## src/sv/dct2_pkg.sv

```systemverilog
`timescale 1ns / 1ps
// ----------------------------------------------------------------------------
// dct2_pkg
// shared types, constants and the cosine table function of the dct-ii block
// ----------------------------------------------------------------------------
package dct2_pkg;

  localparam int SAMPLE_COUNT_DEF = 32;

  localparam int SAMPLE_W = 16;
  localparam int COEF_W   = 23;
  localparam int INDEX_W  = 5;
  localparam int QCOS_W   = 15;   // quarter-wave magnitude, 0..32767
  localparam int COS_W    = 16;   // signed cosine, q1.15
  localparam int PROD_W   = 32;

  localparam int QUEUE_DEPTH = 2; // one slot per sample bank, power of two

  localparam longint Q30_ONE     = 64'sd1073741824;
  localparam longint HALF_PI_Q30 = 64'sd1686629713;
  localparam longint TAYLOR_DIV [0:6] = '{182, 132, 90, 56, 30, 12, 2};

  localparam int     ROUND_BIAS  = 8192;
  localparam int     ROUND_SHIFT = 14;
  localparam longint COEF_MAX    = 64'sd4194303;
  localparam longint COEF_MIN    = -64'sd4194304;

  // bank token: a full sample bank handed to the back end, or released by it
  typedef struct packed {
    logic valid;
    logic bank;
  } bank_tok_t;

  typedef enum logic [1:0] {
    QUAD_0,
    QUAD_1,
    QUAD_2,
    QUAD_3
  } quad_t;

  typedef enum logic [1:0] {
    BK_IDLE,
    BK_RUN,
    BK_FLUSH,
    BK_EMIT
  } bk_state_t;

  // quarter-wave cosine from phase t = pi/2 * r/n in q2.30, evaluated at elaboration
  function automatic logic [QCOS_W-1:0] qcos_from_t(input longint t);
    longint t2;
    longint h;
    int     i;
    t2 = (t * t) / Q30_ONE;
    h  = Q30_ONE;
    for (i = 0; i < 7; i++) begin
      h = Q30_ONE - ((t2 * h) / Q30_ONE) / TAYLOR_DIV[i];
    end
    if (h < 0) begin
      h = 0;
    end
    if (h > Q30_ONE) begin
      h = Q30_ONE;
    end
    h = (h + 64'sd16384) / 64'sd32768;
    if (h > 64'sd32767) begin
      h = 64'sd32767;
    end
    return h[QCOS_W-1:0];
  endfunction

endpackage

```

## src/sv/dct2_front.sv

```systemverilog
`timescale 1ns / 1ps
// ----------------------------------------------------------------------------
// dct2_front
// takes samples into one of two banks and hands a full bank to the queue
// ----------------------------------------------------------------------------
module dct2_front import dct2_pkg::*; #(
  parameter int SAMPLE_COUNT = SAMPLE_COUNT_DEF
) (
  input  logic                       clk,
  input  logic                       rst_n,
  input  logic                       in_valid,
  output logic                       in_stall,
  input  logic signed [SAMPLE_W-1:0] in_sample,
  input  bank_tok_t                  release_tok,
  output bank_tok_t                  push_tok,
  output logic                       wr_en,
  output logic [$clog2(SAMPLE_COUNT):0] wr_addr,
  output logic signed [SAMPLE_W-1:0] wr_data
);

  localparam int K_W = $clog2(SAMPLE_COUNT);
  localparam logic [K_W-1:0] LAST_POS = K_W'(SAMPLE_COUNT - 1);

  logic [K_W-1:0] load_cnt_r, load_cnt_nxt;
  logic           bank_r, bank_nxt;
  logic [1:0]     busy_r, busy_nxt;
  logic           accept;
  logic           block_end;

  // a bank still owned by the queue or the back end cannot be refilled
  assign in_stall  = busy_r[bank_r];
  assign accept    = in_valid && !in_stall;
  assign block_end = accept && (load_cnt_r == LAST_POS);

  assign wr_en   = accept;
  assign wr_addr = {bank_r, load_cnt_r};
  assign wr_data = in_sample;

  assign push_tok.valid = block_end;
  assign push_tok.bank  = bank_r;

  always_comb begin
    load_cnt_nxt = load_cnt_r;
    bank_nxt     = bank_r;
    busy_nxt     = busy_r;
    if (accept) begin
      load_cnt_nxt = block_end ? '0 : load_cnt_r + 1'b1;
    end
    if (block_end) begin
      bank_nxt = !bank_r;
    end
    if (release_tok.valid) begin
      busy_nxt[release_tok.bank] = 1'b0;
    end
    if (push_tok.valid) begin
      busy_nxt[push_tok.bank] = 1'b1;
    end
  end

  always_ff @(posedge clk) begin
    if (!rst_n) begin
      load_cnt_r <= '0;
      bank_r     <= 1'b0;
      busy_r     <= '0;
    end else begin
      load_cnt_r <= load_cnt_nxt;
      bank_r     <= bank_nxt;
      busy_r     <= busy_nxt;
    end
  end

endmodule

```

## src/sv/dct2_queue.sv

```systemverilog
`timescale 1ns / 1ps
// ----------------------------------------------------------------------------
// dct2_queue
// small fifo of full-bank tokens between the front and back ends
// ----------------------------------------------------------------------------
module dct2_queue import dct2_pkg::*; (
  input  logic      clk,
  input  logic      rst_n,
  input  bank_tok_t push_tok,
  input  logic      pop,
  output bank_tok_t head_tok
);

  localparam int QP_W = $clog2(QUEUE_DEPTH);

  logic            slot_r [0:QUEUE_DEPTH-1];
  logic [QP_W-1:0] wr_ptr_r, wr_ptr_nxt;
  logic [QP_W-1:0] rd_ptr_r, rd_ptr_nxt;
  logic [QP_W:0]   cnt_r, cnt_nxt;

  assign head_tok.valid = (cnt_r != '0);
  assign head_tok.bank  = slot_r[rd_ptr_r];

  always_comb begin
    wr_ptr_nxt = push_tok.valid ? wr_ptr_r + 1'b1 : wr_ptr_r;
    rd_ptr_nxt = pop ? rd_ptr_r + 1'b1 : rd_ptr_r;
    cnt_nxt    = cnt_r + (QP_W+1)'(push_tok.valid) - (QP_W+1)'(pop);
  end

  always_ff @(posedge clk) begin
    if (push_tok.valid) begin
      slot_r[wr_ptr_r] <= push_tok.bank;
    end
  end

  always_ff @(posedge clk) begin
    if (!rst_n) begin
      wr_ptr_r <= '0;
      rd_ptr_r <= '0;
      cnt_r    <= '0;
    end else begin
      wr_ptr_r <= wr_ptr_nxt;
      rd_ptr_r <= rd_ptr_nxt;
      cnt_r    <= cnt_nxt;
    end
  end

endmodule

```

## src/sv/dct2_back.sv

```systemverilog
`timescale 1ns / 1ps
// ----------------------------------------------------------------------------
// dct2_back
// sample memory, cosine lookup and a single multiply-accumulate unit shared by all coefficients
// ----------------------------------------------------------------------------
module dct2_back import dct2_pkg::*; #(
  parameter int SAMPLE_COUNT = SAMPLE_COUNT_DEF
) (
  input  logic                          clk,
  input  logic                          rst_n,
  input  logic                          wr_en,
  input  logic [$clog2(SAMPLE_COUNT):0] wr_addr,
  input  logic signed [SAMPLE_W-1:0]    wr_data,
  input  bank_tok_t                     head_tok,
  output logic                          pop,
  output bank_tok_t                     release_tok,
  output logic                          out_valid,
  input  logic                          out_stall,
  output logic signed [COEF_W-1:0]      out_coefficient,
  output logic [INDEX_W-1:0]            out_coef_index,
  output logic                          out_last
);

  localparam int K_W       = $clog2(SAMPLE_COUNT);
  localparam int ADDR_W    = K_W + 1;
  localparam int MEM_DEPTH = 2 ** ADDR_W;
  localparam int PH_W      = K_W + 2;
  localparam int R_W       = $clog2(SAMPLE_COUNT + 1);
  localparam int ACC_W     = PROD_W + K_W;
  localparam int RND_W     = (ACC_W + 1 > 38) ? ACC_W + 1 : 38;

  localparam logic [K_W-1:0]  LAST_K  = K_W'(SAMPLE_COUNT - 1);
  localparam logic [PH_W-1:0] N1      = PH_W'(SAMPLE_COUNT);
  localparam logic [PH_W-1:0] N2      = PH_W'(2 * SAMPLE_COUNT);
  localparam logic [PH_W-1:0] N3      = PH_W'(3 * SAMPLE_COUNT);
  localparam logic [PH_W:0]   PERIOD  = (PH_W+1)'(4 * SAMPLE_COUNT);
  localparam logic [R_W-1:0]  N_R     = R_W'(SAMPLE_COUNT);

  // quarter-wave cosine table, one entry per phase step 0..n
  logic [QCOS_W-1:0] qcos_tbl [0:SAMPLE_COUNT];

  for (genvar r = 0; r <= SAMPLE_COUNT; r++) begin : g_qcos
    localparam longint TPH = (longint'(r) * HALF_PI_Q30) / SAMPLE_COUNT;
    assign qcos_tbl[r] = qcos_from_t(TPH);
  end

  logic signed [SAMPLE_W-1:0] mem_r [0:MEM_DEPTH-1];

  bk_state_t state_r, state_nxt;
  logic                       bank_r, bank_nxt;
  logic [K_W-1:0]             k_r, k_nxt;
  logic [K_W-1:0]             j_r, j_nxt;
  logic [PH_W-1:0]            phase_r, phase_nxt;
  logic                       v1_r, v1_nxt;
  logic                       v2_r, v2_nxt;
  logic signed [SAMPLE_W-1:0] rd_r;
  logic signed [COS_W-1:0]    cos_r;
  logic signed [PROD_W-1:0]   prod_r;
  logic signed [ACC_W-1:0]    acc_r, acc_nxt;
  logic                       out_valid_r, out_valid_nxt;
  logic signed [COEF_W-1:0]   coef_r;
  logic [INDEX_W-1:0]         index_r;
  logic                       last_r;

  logic                       out_free;
  logic                       last_coef;
  logic                       issue;
  logic                       emit;
  logic                       start;

  logic [PH_W:0]              psum;
  logic [PH_W-1:0]            phase_step;
  quad_t                      quad;
  logic [PH_W-1:0]            rem;
  logic [R_W-1:0]             rem_r;
  logic [R_W-1:0]             tbl_idx;
  logic [QCOS_W-1:0]          mag;
  logic signed [COS_W-1:0]    cos_val;

  logic signed [RND_W-1:0]    rnd;
  logic signed [RND_W-1:0]    shq;
  logic signed [COEF_W-1:0]   coef_sat;
  logic [K_W+INDEX_W-1:0]     k_ext;

  assign out_free  = !out_valid_r || !out_stall;
  assign last_coef = (k_r == LAST_K);

  // next state
  always_comb begin
    state_nxt = state_r;
    case (state_r)
      BK_IDLE: begin
        if (head_tok.valid) begin
          state_nxt = BK_RUN;
        end
      end
      BK_RUN: begin
        if (j_r == LAST_K) begin
          state_nxt = BK_FLUSH;
        end
      end
      BK_FLUSH: begin
        if (!v1_r && !v2_r) begin
          state_nxt = BK_EMIT;
        end
      end
      BK_EMIT: begin
        if (out_free) begin
          state_nxt = last_coef ? BK_IDLE : BK_RUN;
        end
      end
      default: state_nxt = BK_IDLE;
    endcase
  end

  // state outputs
  always_comb begin
    pop               = 1'b0;
    issue             = 1'b0;
    emit              = 1'b0;
    case (state_r)
      BK_IDLE:  pop   = head_tok.valid;
      BK_RUN:   issue = 1'b1;
      BK_FLUSH: issue = 1'b0;
      BK_EMIT:  emit  = out_free;
      default:  issue = 1'b0;
    endcase
    start             = pop || (emit && !last_coef);
    release_tok.valid = emit && last_coef;
    release_tok.bank  = bank_r;
  end

  // phase k*(2j+1) mod 4n advances by 2k per sample
  always_comb begin
    psum       = (PH_W+1)'(phase_r) + (PH_W+1)'({k_r, 1'b0});
    phase_step = (psum >= PERIOD) ? PH_W'(psum - PERIOD) : PH_W'(psum);
  end

  // quadrant fold onto the quarter-wave table
  always_comb begin
    if (phase_r < N1) begin
      quad = QUAD_0;
      rem  = phase_r;
    end else if (phase_r < N2) begin
      quad = QUAD_1;
      rem  = phase_r - N1;
    end else if (phase_r < N3) begin
      quad = QUAD_2;
      rem  = phase_r - N2;
    end else begin
      quad = QUAD_3;
      rem  = phase_r - N3;
    end
    rem_r   = R_W'(rem);
    tbl_idx = (quad == QUAD_1 || quad == QUAD_3) ? N_R - rem_r : rem_r;
    mag     = qcos_tbl[tbl_idx];
    cos_val = (quad == QUAD_1 || quad == QUAD_2) ? -$signed({1'b0, mag})
                                                 : $signed({1'b0, mag});
  end

  // round half up at 2^14, then clamp to the coefficient range
  always_comb begin
    rnd   = RND_W'(acc_r) + RND_W'(ROUND_BIAS);
    shq   = rnd >>> ROUND_SHIFT;
    k_ext = (K_W+INDEX_W)'(k_r);
    if (shq > RND_W'(COEF_MAX)) begin
      coef_sat = COEF_W'(COEF_MAX);
    end else if (shq < RND_W'(COEF_MIN)) begin
      coef_sat = COEF_W'(COEF_MIN);
    end else begin
      coef_sat = COEF_W'(shq);
    end
  end

  always_comb begin
    bank_nxt      = pop ? head_tok.bank : bank_r;
    k_nxt         = pop ? '0 : ((emit && !last_coef) ? k_r + 1'b1 : k_r);
    j_nxt         = start ? '0 : (issue ? j_r + 1'b1 : j_r);
    phase_nxt     = start ? PH_W'(k_nxt) : (issue ? phase_step : phase_r);
    v1_nxt        = issue;
    v2_nxt        = v1_r;
    acc_nxt       = start ? '0 : (v2_r ? acc_r + ACC_W'(prod_r) : acc_r);
    out_valid_nxt = emit || (out_valid_r && out_stall);
  end

  always_ff @(posedge clk) begin
    if (wr_en) begin
      mem_r[wr_addr] <= wr_data;
    end
    if (issue) begin
      rd_r  <= mem_r[{bank_r, j_r}];
      cos_r <= cos_val;
    end
  end

  always_ff @(posedge clk) begin
    prod_r <= rd_r * cos_r;
    if (emit) begin
      coef_r  <= coef_sat;
      index_r <= k_ext[INDEX_W-1:0];
      last_r  <= last_coef;
    end
  end

  always_ff @(posedge clk) begin
    if (!rst_n) begin
      state_r     <= BK_IDLE;
      bank_r      <= 1'b0;
      k_r         <= '0;
      j_r         <= '0;
      phase_r     <= '0;
      v1_r        <= 1'b0;
      v2_r        <= 1'b0;
      acc_r       <= '0;
      out_valid_r <= 1'b0;
    end else begin
      state_r     <= state_nxt;
      bank_r      <= bank_nxt;
      k_r         <= k_nxt;
      j_r         <= j_nxt;
      phase_r     <= phase_nxt;
      v1_r        <= v1_nxt;
      v2_r        <= v2_nxt;
      acc_r       <= acc_nxt;
      out_valid_r <= out_valid_nxt;
    end
  end

  assign out_valid       = out_valid_r;
  assign out_coefficient = coef_r;
  assign out_coef_index  = index_r;
  assign out_last        = last_r;

endmodule

```

## src/sv/dct_type2_block.sv

```systemverilog
`timescale 1ns / 1ps
// ----------------------------------------------------------------------------
// dct_type2_block
// unnormalized dct-ii over blocks of SAMPLE_COUNT signed q1.15 samples
// ----------------------------------------------------------------------------
// One sample is taken per input transaction. After the SAMPLE_COUNT-th sample
// of a block the block delivers SAMPLE_COUNT result transactions, coefficient
// k = 0..N-1 in order, each 2 * sum x[j]*cos(pi*k*(2j+1)/(2N)) in q.15 units,
// rounded half up and clamped to 23 bits, with last set on k = N-1 and
// coef_index wrapping modulo 32. Samples go into one of two banks, so the next
// block loads while the previous one is transformed; input stalls only when
// both banks are full. Each coefficient is computed on the single
// multiply-accumulate unit: N sample reads, a drain through the read, product
// and accumulator registers, and a hand-off of the result to the output
// register, which waits while the output stalls. Each block first takes its
// bank from the queue.
// ----------------------------------------------------------------------------
module dct_type2_block import dct2_pkg::*; #(
  parameter int SAMPLE_COUNT = SAMPLE_COUNT_DEF  // block length, 2..64
) (
  input  logic                       clk,
  input  logic                       rst_n,
  // sample channel
  input  logic                       in_valid,
  output logic                       in_stall,
  input  logic signed [SAMPLE_W-1:0] in_sample,
  // coefficient channel
  output logic                       out_valid,
  input  logic                       out_stall,
  output logic signed [COEF_W-1:0]   out_coefficient,
  output logic [INDEX_W-1:0]         out_coef_index,
  output logic                       out_last
);

  localparam int ADDR_W = $clog2(SAMPLE_COUNT) + 1;

  // sample memory write port, front to back
  logic                       wr_en;
  logic [ADDR_W-1:0]          wr_addr;
  logic signed [SAMPLE_W-1:0] wr_data;

  // bank tokens: full bank pushed by the front, head seen by the back,
  // bank given back to the front once its last coefficient is out
  bank_tok_t push_tok;
  bank_tok_t head_tok;
  bank_tok_t release_tok;
  logic      pop;

  // front: counts samples within the block and picks the bank
  dct2_front #(
    .SAMPLE_COUNT(SAMPLE_COUNT)
  ) u_front (
    .clk        (clk),
    .rst_n      (rst_n),
    .in_valid   (in_valid),
    .in_stall   (in_stall),
    .in_sample  (in_sample),
    .release_tok(release_tok),
    .push_tok   (push_tok),
    .wr_en      (wr_en),
    .wr_addr    (wr_addr),
    .wr_data    (wr_data)
  );

  // queue of full banks waiting for the transform engine
  dct2_queue u_queue (
    .clk     (clk),
    .rst_n   (rst_n),
    .push_tok(push_tok),
    .pop     (pop),
    .head_tok(head_tok)
  );

  // back: memory, cosine lookup, mac and output register
  dct2_back #(
    .SAMPLE_COUNT(SAMPLE_COUNT)
  ) u_back (
    .clk            (clk),
    .rst_n          (rst_n),
    .wr_en          (wr_en),
    .wr_addr        (wr_addr),
    .wr_data        (wr_data),
    .head_tok       (head_tok),
    .pop            (pop),
    .release_tok    (release_tok),
    .out_valid      (out_valid),
    .out_stall      (out_stall),
    .out_coefficient(out_coefficient),
    .out_coef_index (out_coef_index),
    .out_last       (out_last)
  );

endmodule

```

## config.mk

```make
export PLATFORM = sky130hd
export DESIGN_NAME = dct_type2_block
export DESIGN_NICKNAME = d
export VERILOG_FILES = /design/src/sv/dct2_pkg.sv /design/src/sv/dct2_front.sv /design/src/sv/dct2_queue.sv /design/src/sv/dct2_back.sv /design/src/sv/dct_type2_block.sv
export SDC_FILE = /design/constraint.sdc
export NUM_CORES = 2
export LEC_CHECK = 0
export ABC_AREA = 1
export BUFFER_PORTS_ARGS = -buffer_cell sky130_fd_sc_hd__clkbuf_2
export CORE_MARGIN = 2
export CORE_UTILIZATION = 69
export DETAILED_ROUTE_END_ITERATION = 6
export HOLD_SLACK_MARGIN = 0.12
export PLACE_DENSITY = 0.89
export REMOVE_ABC_BUFFERS = 1
export SETUP_SLACK_MARGIN = 0.15
export SLEW_MARGIN = 20
export SYNTH_ARGS = -nofsm -noshare
export SYNTH_HDL_FRONTEND = slang
export SYNTH_SLANG_ARGS = --single-unit
```

## constraint.sdc

```tcl
create_clock -name clk -period 12.1 [get_ports clk]
set_input_delay 3.025 -clock clk [delete_from_list [all_inputs] [get_ports clk]]
set_output_delay 3.025 -clock clk [all_outputs]
set_load 0.1 [all_outputs]
```

==> results.md <==
- Critical Path Fanout Max: 16
- Via density per instance: 6.64
- Post-CTS Setup Repair Bufs: 0
- Final Max Tran Viols: 0
- Clock root cell: clkbuf_16
- Drt wl/cell: 24.1 µm
- CP arrival: slightly above 7 ns
- Status: finished with violations
- TritonCTS buffer count: around 110
- Total gr overflow: 0
- Initial antenna violation count: 6
- DR iter-0 viols: approximately 7,500
- Cells after DPL: 6,599
- Most frequent CP cell: fa_1
- Placer Congestion: 0.957
- Final Cell Area: about 0.065 mm²
- Register area: ~0.035 mm²
- Post-synth EDFFs: 1,087
- Total number of yosys warnings: 0
- Final setup viols: 0
- Hold Vio Cnt, Final: 0
- WS Path Type: reg2reg
- WP buf/inv: 4
- Worst hold path class: reg2reg
- Vias: around 45,000
- Setup tns final: 0 ns
- Port Buffers: 50
- Delay-heaviest family, CP: adder cells
- Final non-filler cell total: around 6,800
- RSZ-0062 raised after global routing: false
- Syn avg cell area: about 11 µm²
- CORE AREA: 0.0866 mm²
- CTS tree: yes
- Filler Cell Count: 5,006
- Critical-path top delay cell: fa_1
- MaxCap Viol Count: 0
- Share of the synthesized area in the top cell type: 54.2%
- Element type at the critical path start: register
- Worst slew pin tran: 1.19 ns
- Total die area: roughly 0.090 mm²
- H-Tree Level Count: 3
- First-pass GRT wire length: approximately 250,000 µm
- Starting Density: 69.5%
- Die W: 299 µm
- Post-synthesis register bit count: roughly 1,200
- TritonRoute pass-1 iters: 7
- Most frequent cell after synthesis: edfxtp_1
- Worst-path clk slew: 0.06 ns
- Cts hold-fix bufs: 0
- Vias in the first global route: 44,800
- Seq/Total Area, Yosys: between 50% and 60%
- GRT Total Usage: between 30 and 40%
- Post-synth top flop: edfxtp_1
- Fmax achieved: 0.156 GHz
- Fin crit period: 6.42 ns
- Slew margin rel.: 20.1%
- Synth top area cells: edfxtp_1, fa_1, o21ai_0, nor2_1, inv_1
- Most frequent cells after synthesis: edfxtp_1, nor2_1, o21ai_0, inv_1, nand2_1
- Setup Slack @ Placement: 5.82 ns
- Ports: 51
- Final Skew: between 0.06 and 0.07 ns
- Detail Placement HPWL: 96,300 µm
- Post-synth ARST share: 0%
- Clock Tree Buf Depth: 3
- Final ANT Viol Nets: 0
- DRC: 101
- Clock latency on the worst-skew pair: around 0.75 ns
- Post-synthesis instance area: 0.0602 mm²
- Routed wire length: 164,000 µm
- Yosys cell types: 54
- Setup slack after layout: 5.68 ns
- Worst path cell trace: nand2_1 > inv_1 > fa_1 > fa_1 > fa_1 > fa_1 > inv_1 > fa_1 > inv_1 > fa_1 > ha_1 > inv_1 > nor3_1 > nand4_1 > nor4b_1 > nand2_1 > nand2_1 > xor2_1
- Failing checks: DRC
- Worst setup EP type: register
- Share of cells above drive strength 1: ~6.3%
- Syn Inst Count: 5,603
- P&R area growth vs syn: 8.00%
- Dominant cell type by area after synthesis: edfxtp_1
- Resize count post-CTS: 0
- Final net count: 5,988
- CTS sink count: 1,191
- Share of the clock period used by the worst path: 53.0%
- Largest net degree at the start of global routing: 212
- Multi-input combinational cell area: between 0.02 and 0.025 mm²
- Critical Path RT: 12.75 ns
- Row count: 108
- Max incr delay on CP: 0.93 ns
- Die H: 299 µm
- Post-DP Area: 0.0615 mm²
==> flip-flops by register name, summed over array words and instances (netlist names), 7 cells and up <==
name / cells
u_back.acc_r: 37
u_back.cos_r: 16
u_back.mem_r: 1024
u_back.out_coefficient: 23
u_back.phase_r: 7
u_back.prod_r: 32
u_back.rd_r: 16
==> per-layer routing <==
| layer | global-route usage, % | vias up | part of all wire (%) |
|---|---|---|---|
| li1 | - | 19100 | - |
| met1 | 43.9 | 21300 | 32 |
| met2 | 59.9 | 3805 | 48 |
| met3 | 7.55 | 856 | 12 |
| met4 | 24.5 | 10 | 7.4 |
| met5 | 0 | - | 0.040 |
==> metrics by stage <==
step,hold WS [ns],utilization (%)
3_3_place_gp,0.420,71.0
2_1_floorplan,0.407,-
5_1_grt,0.459,75.0
3_5_place_dp,0.431,71.0
6_report,0.426,75.0
4_1_cts,0.434,75.0
==> final timing paths <==
kind | startpoint | end | slack [ns] | depth (start not counted)
worst max register to register | u_back.rd_r[15] | u_back.prod_r[30] | 5.68 | 18
worst max-delay path | u_back.rd_r[15] | u_back.prod_r[30] | 5.68 | 18
worst min register to register | u_back.v1_r | u_back.v2_r | 0.43 | 2
worst min-delay path | u_back.v1_r | u_back.v2_r | 0.43 | 2
==> cell families (layout without fill, tap and decap cells) <==
kind of cell | count (synthesis) | count (layout) | synth area share, %
simple gates | 1661 | 1661 | 11.1
compound gates | 1307 | 1307 | 12.2
flops | 1191 | 1191 | 57.7
buf+inv | 959 | 999 | 6.11
fa+ha+maj | 411 | 411 | 11.8
xor+xnor | 74 | 74 | 1.08
other cells | 0 | 1 | 0
==> tightest hold or removal path: cells and delay by family (launching register included) <==
kind                   cells  cell delay [ns]
DFF                        1             0.31
and+or+nand+nor            1             0.05
buffers and inverters      1             0.03
==> cell type report <==
cell class | count | share of cell area (%)
antenna | 1 | 0.00385
clock buffer | 134 | 4.41
clock inverter | 65 | 0.980
inverter | 651 | 3.78
multi-input combinational | 3453 | 33.6
sequential | 1191 | 53.4
tap | 1155 | 2.22
timing repair buffer | 149 | 1.61
==> cells in the final DEF (no fill, tap or decap), drive strengths merged, types with 99 or more instances in the layout <==
cell type	n
a21oi	130
buf	99
clkbuf	184
dfxtp	104
edfxtp	1087
fa	264
ha	147
inv	653
nand2	606
nand3	125
nor2	857
o21ai	780
o22ai	206
Power is not shown: default switching activity piles up to over one toggle a cycle in this logic, so the estimate is an artifact.
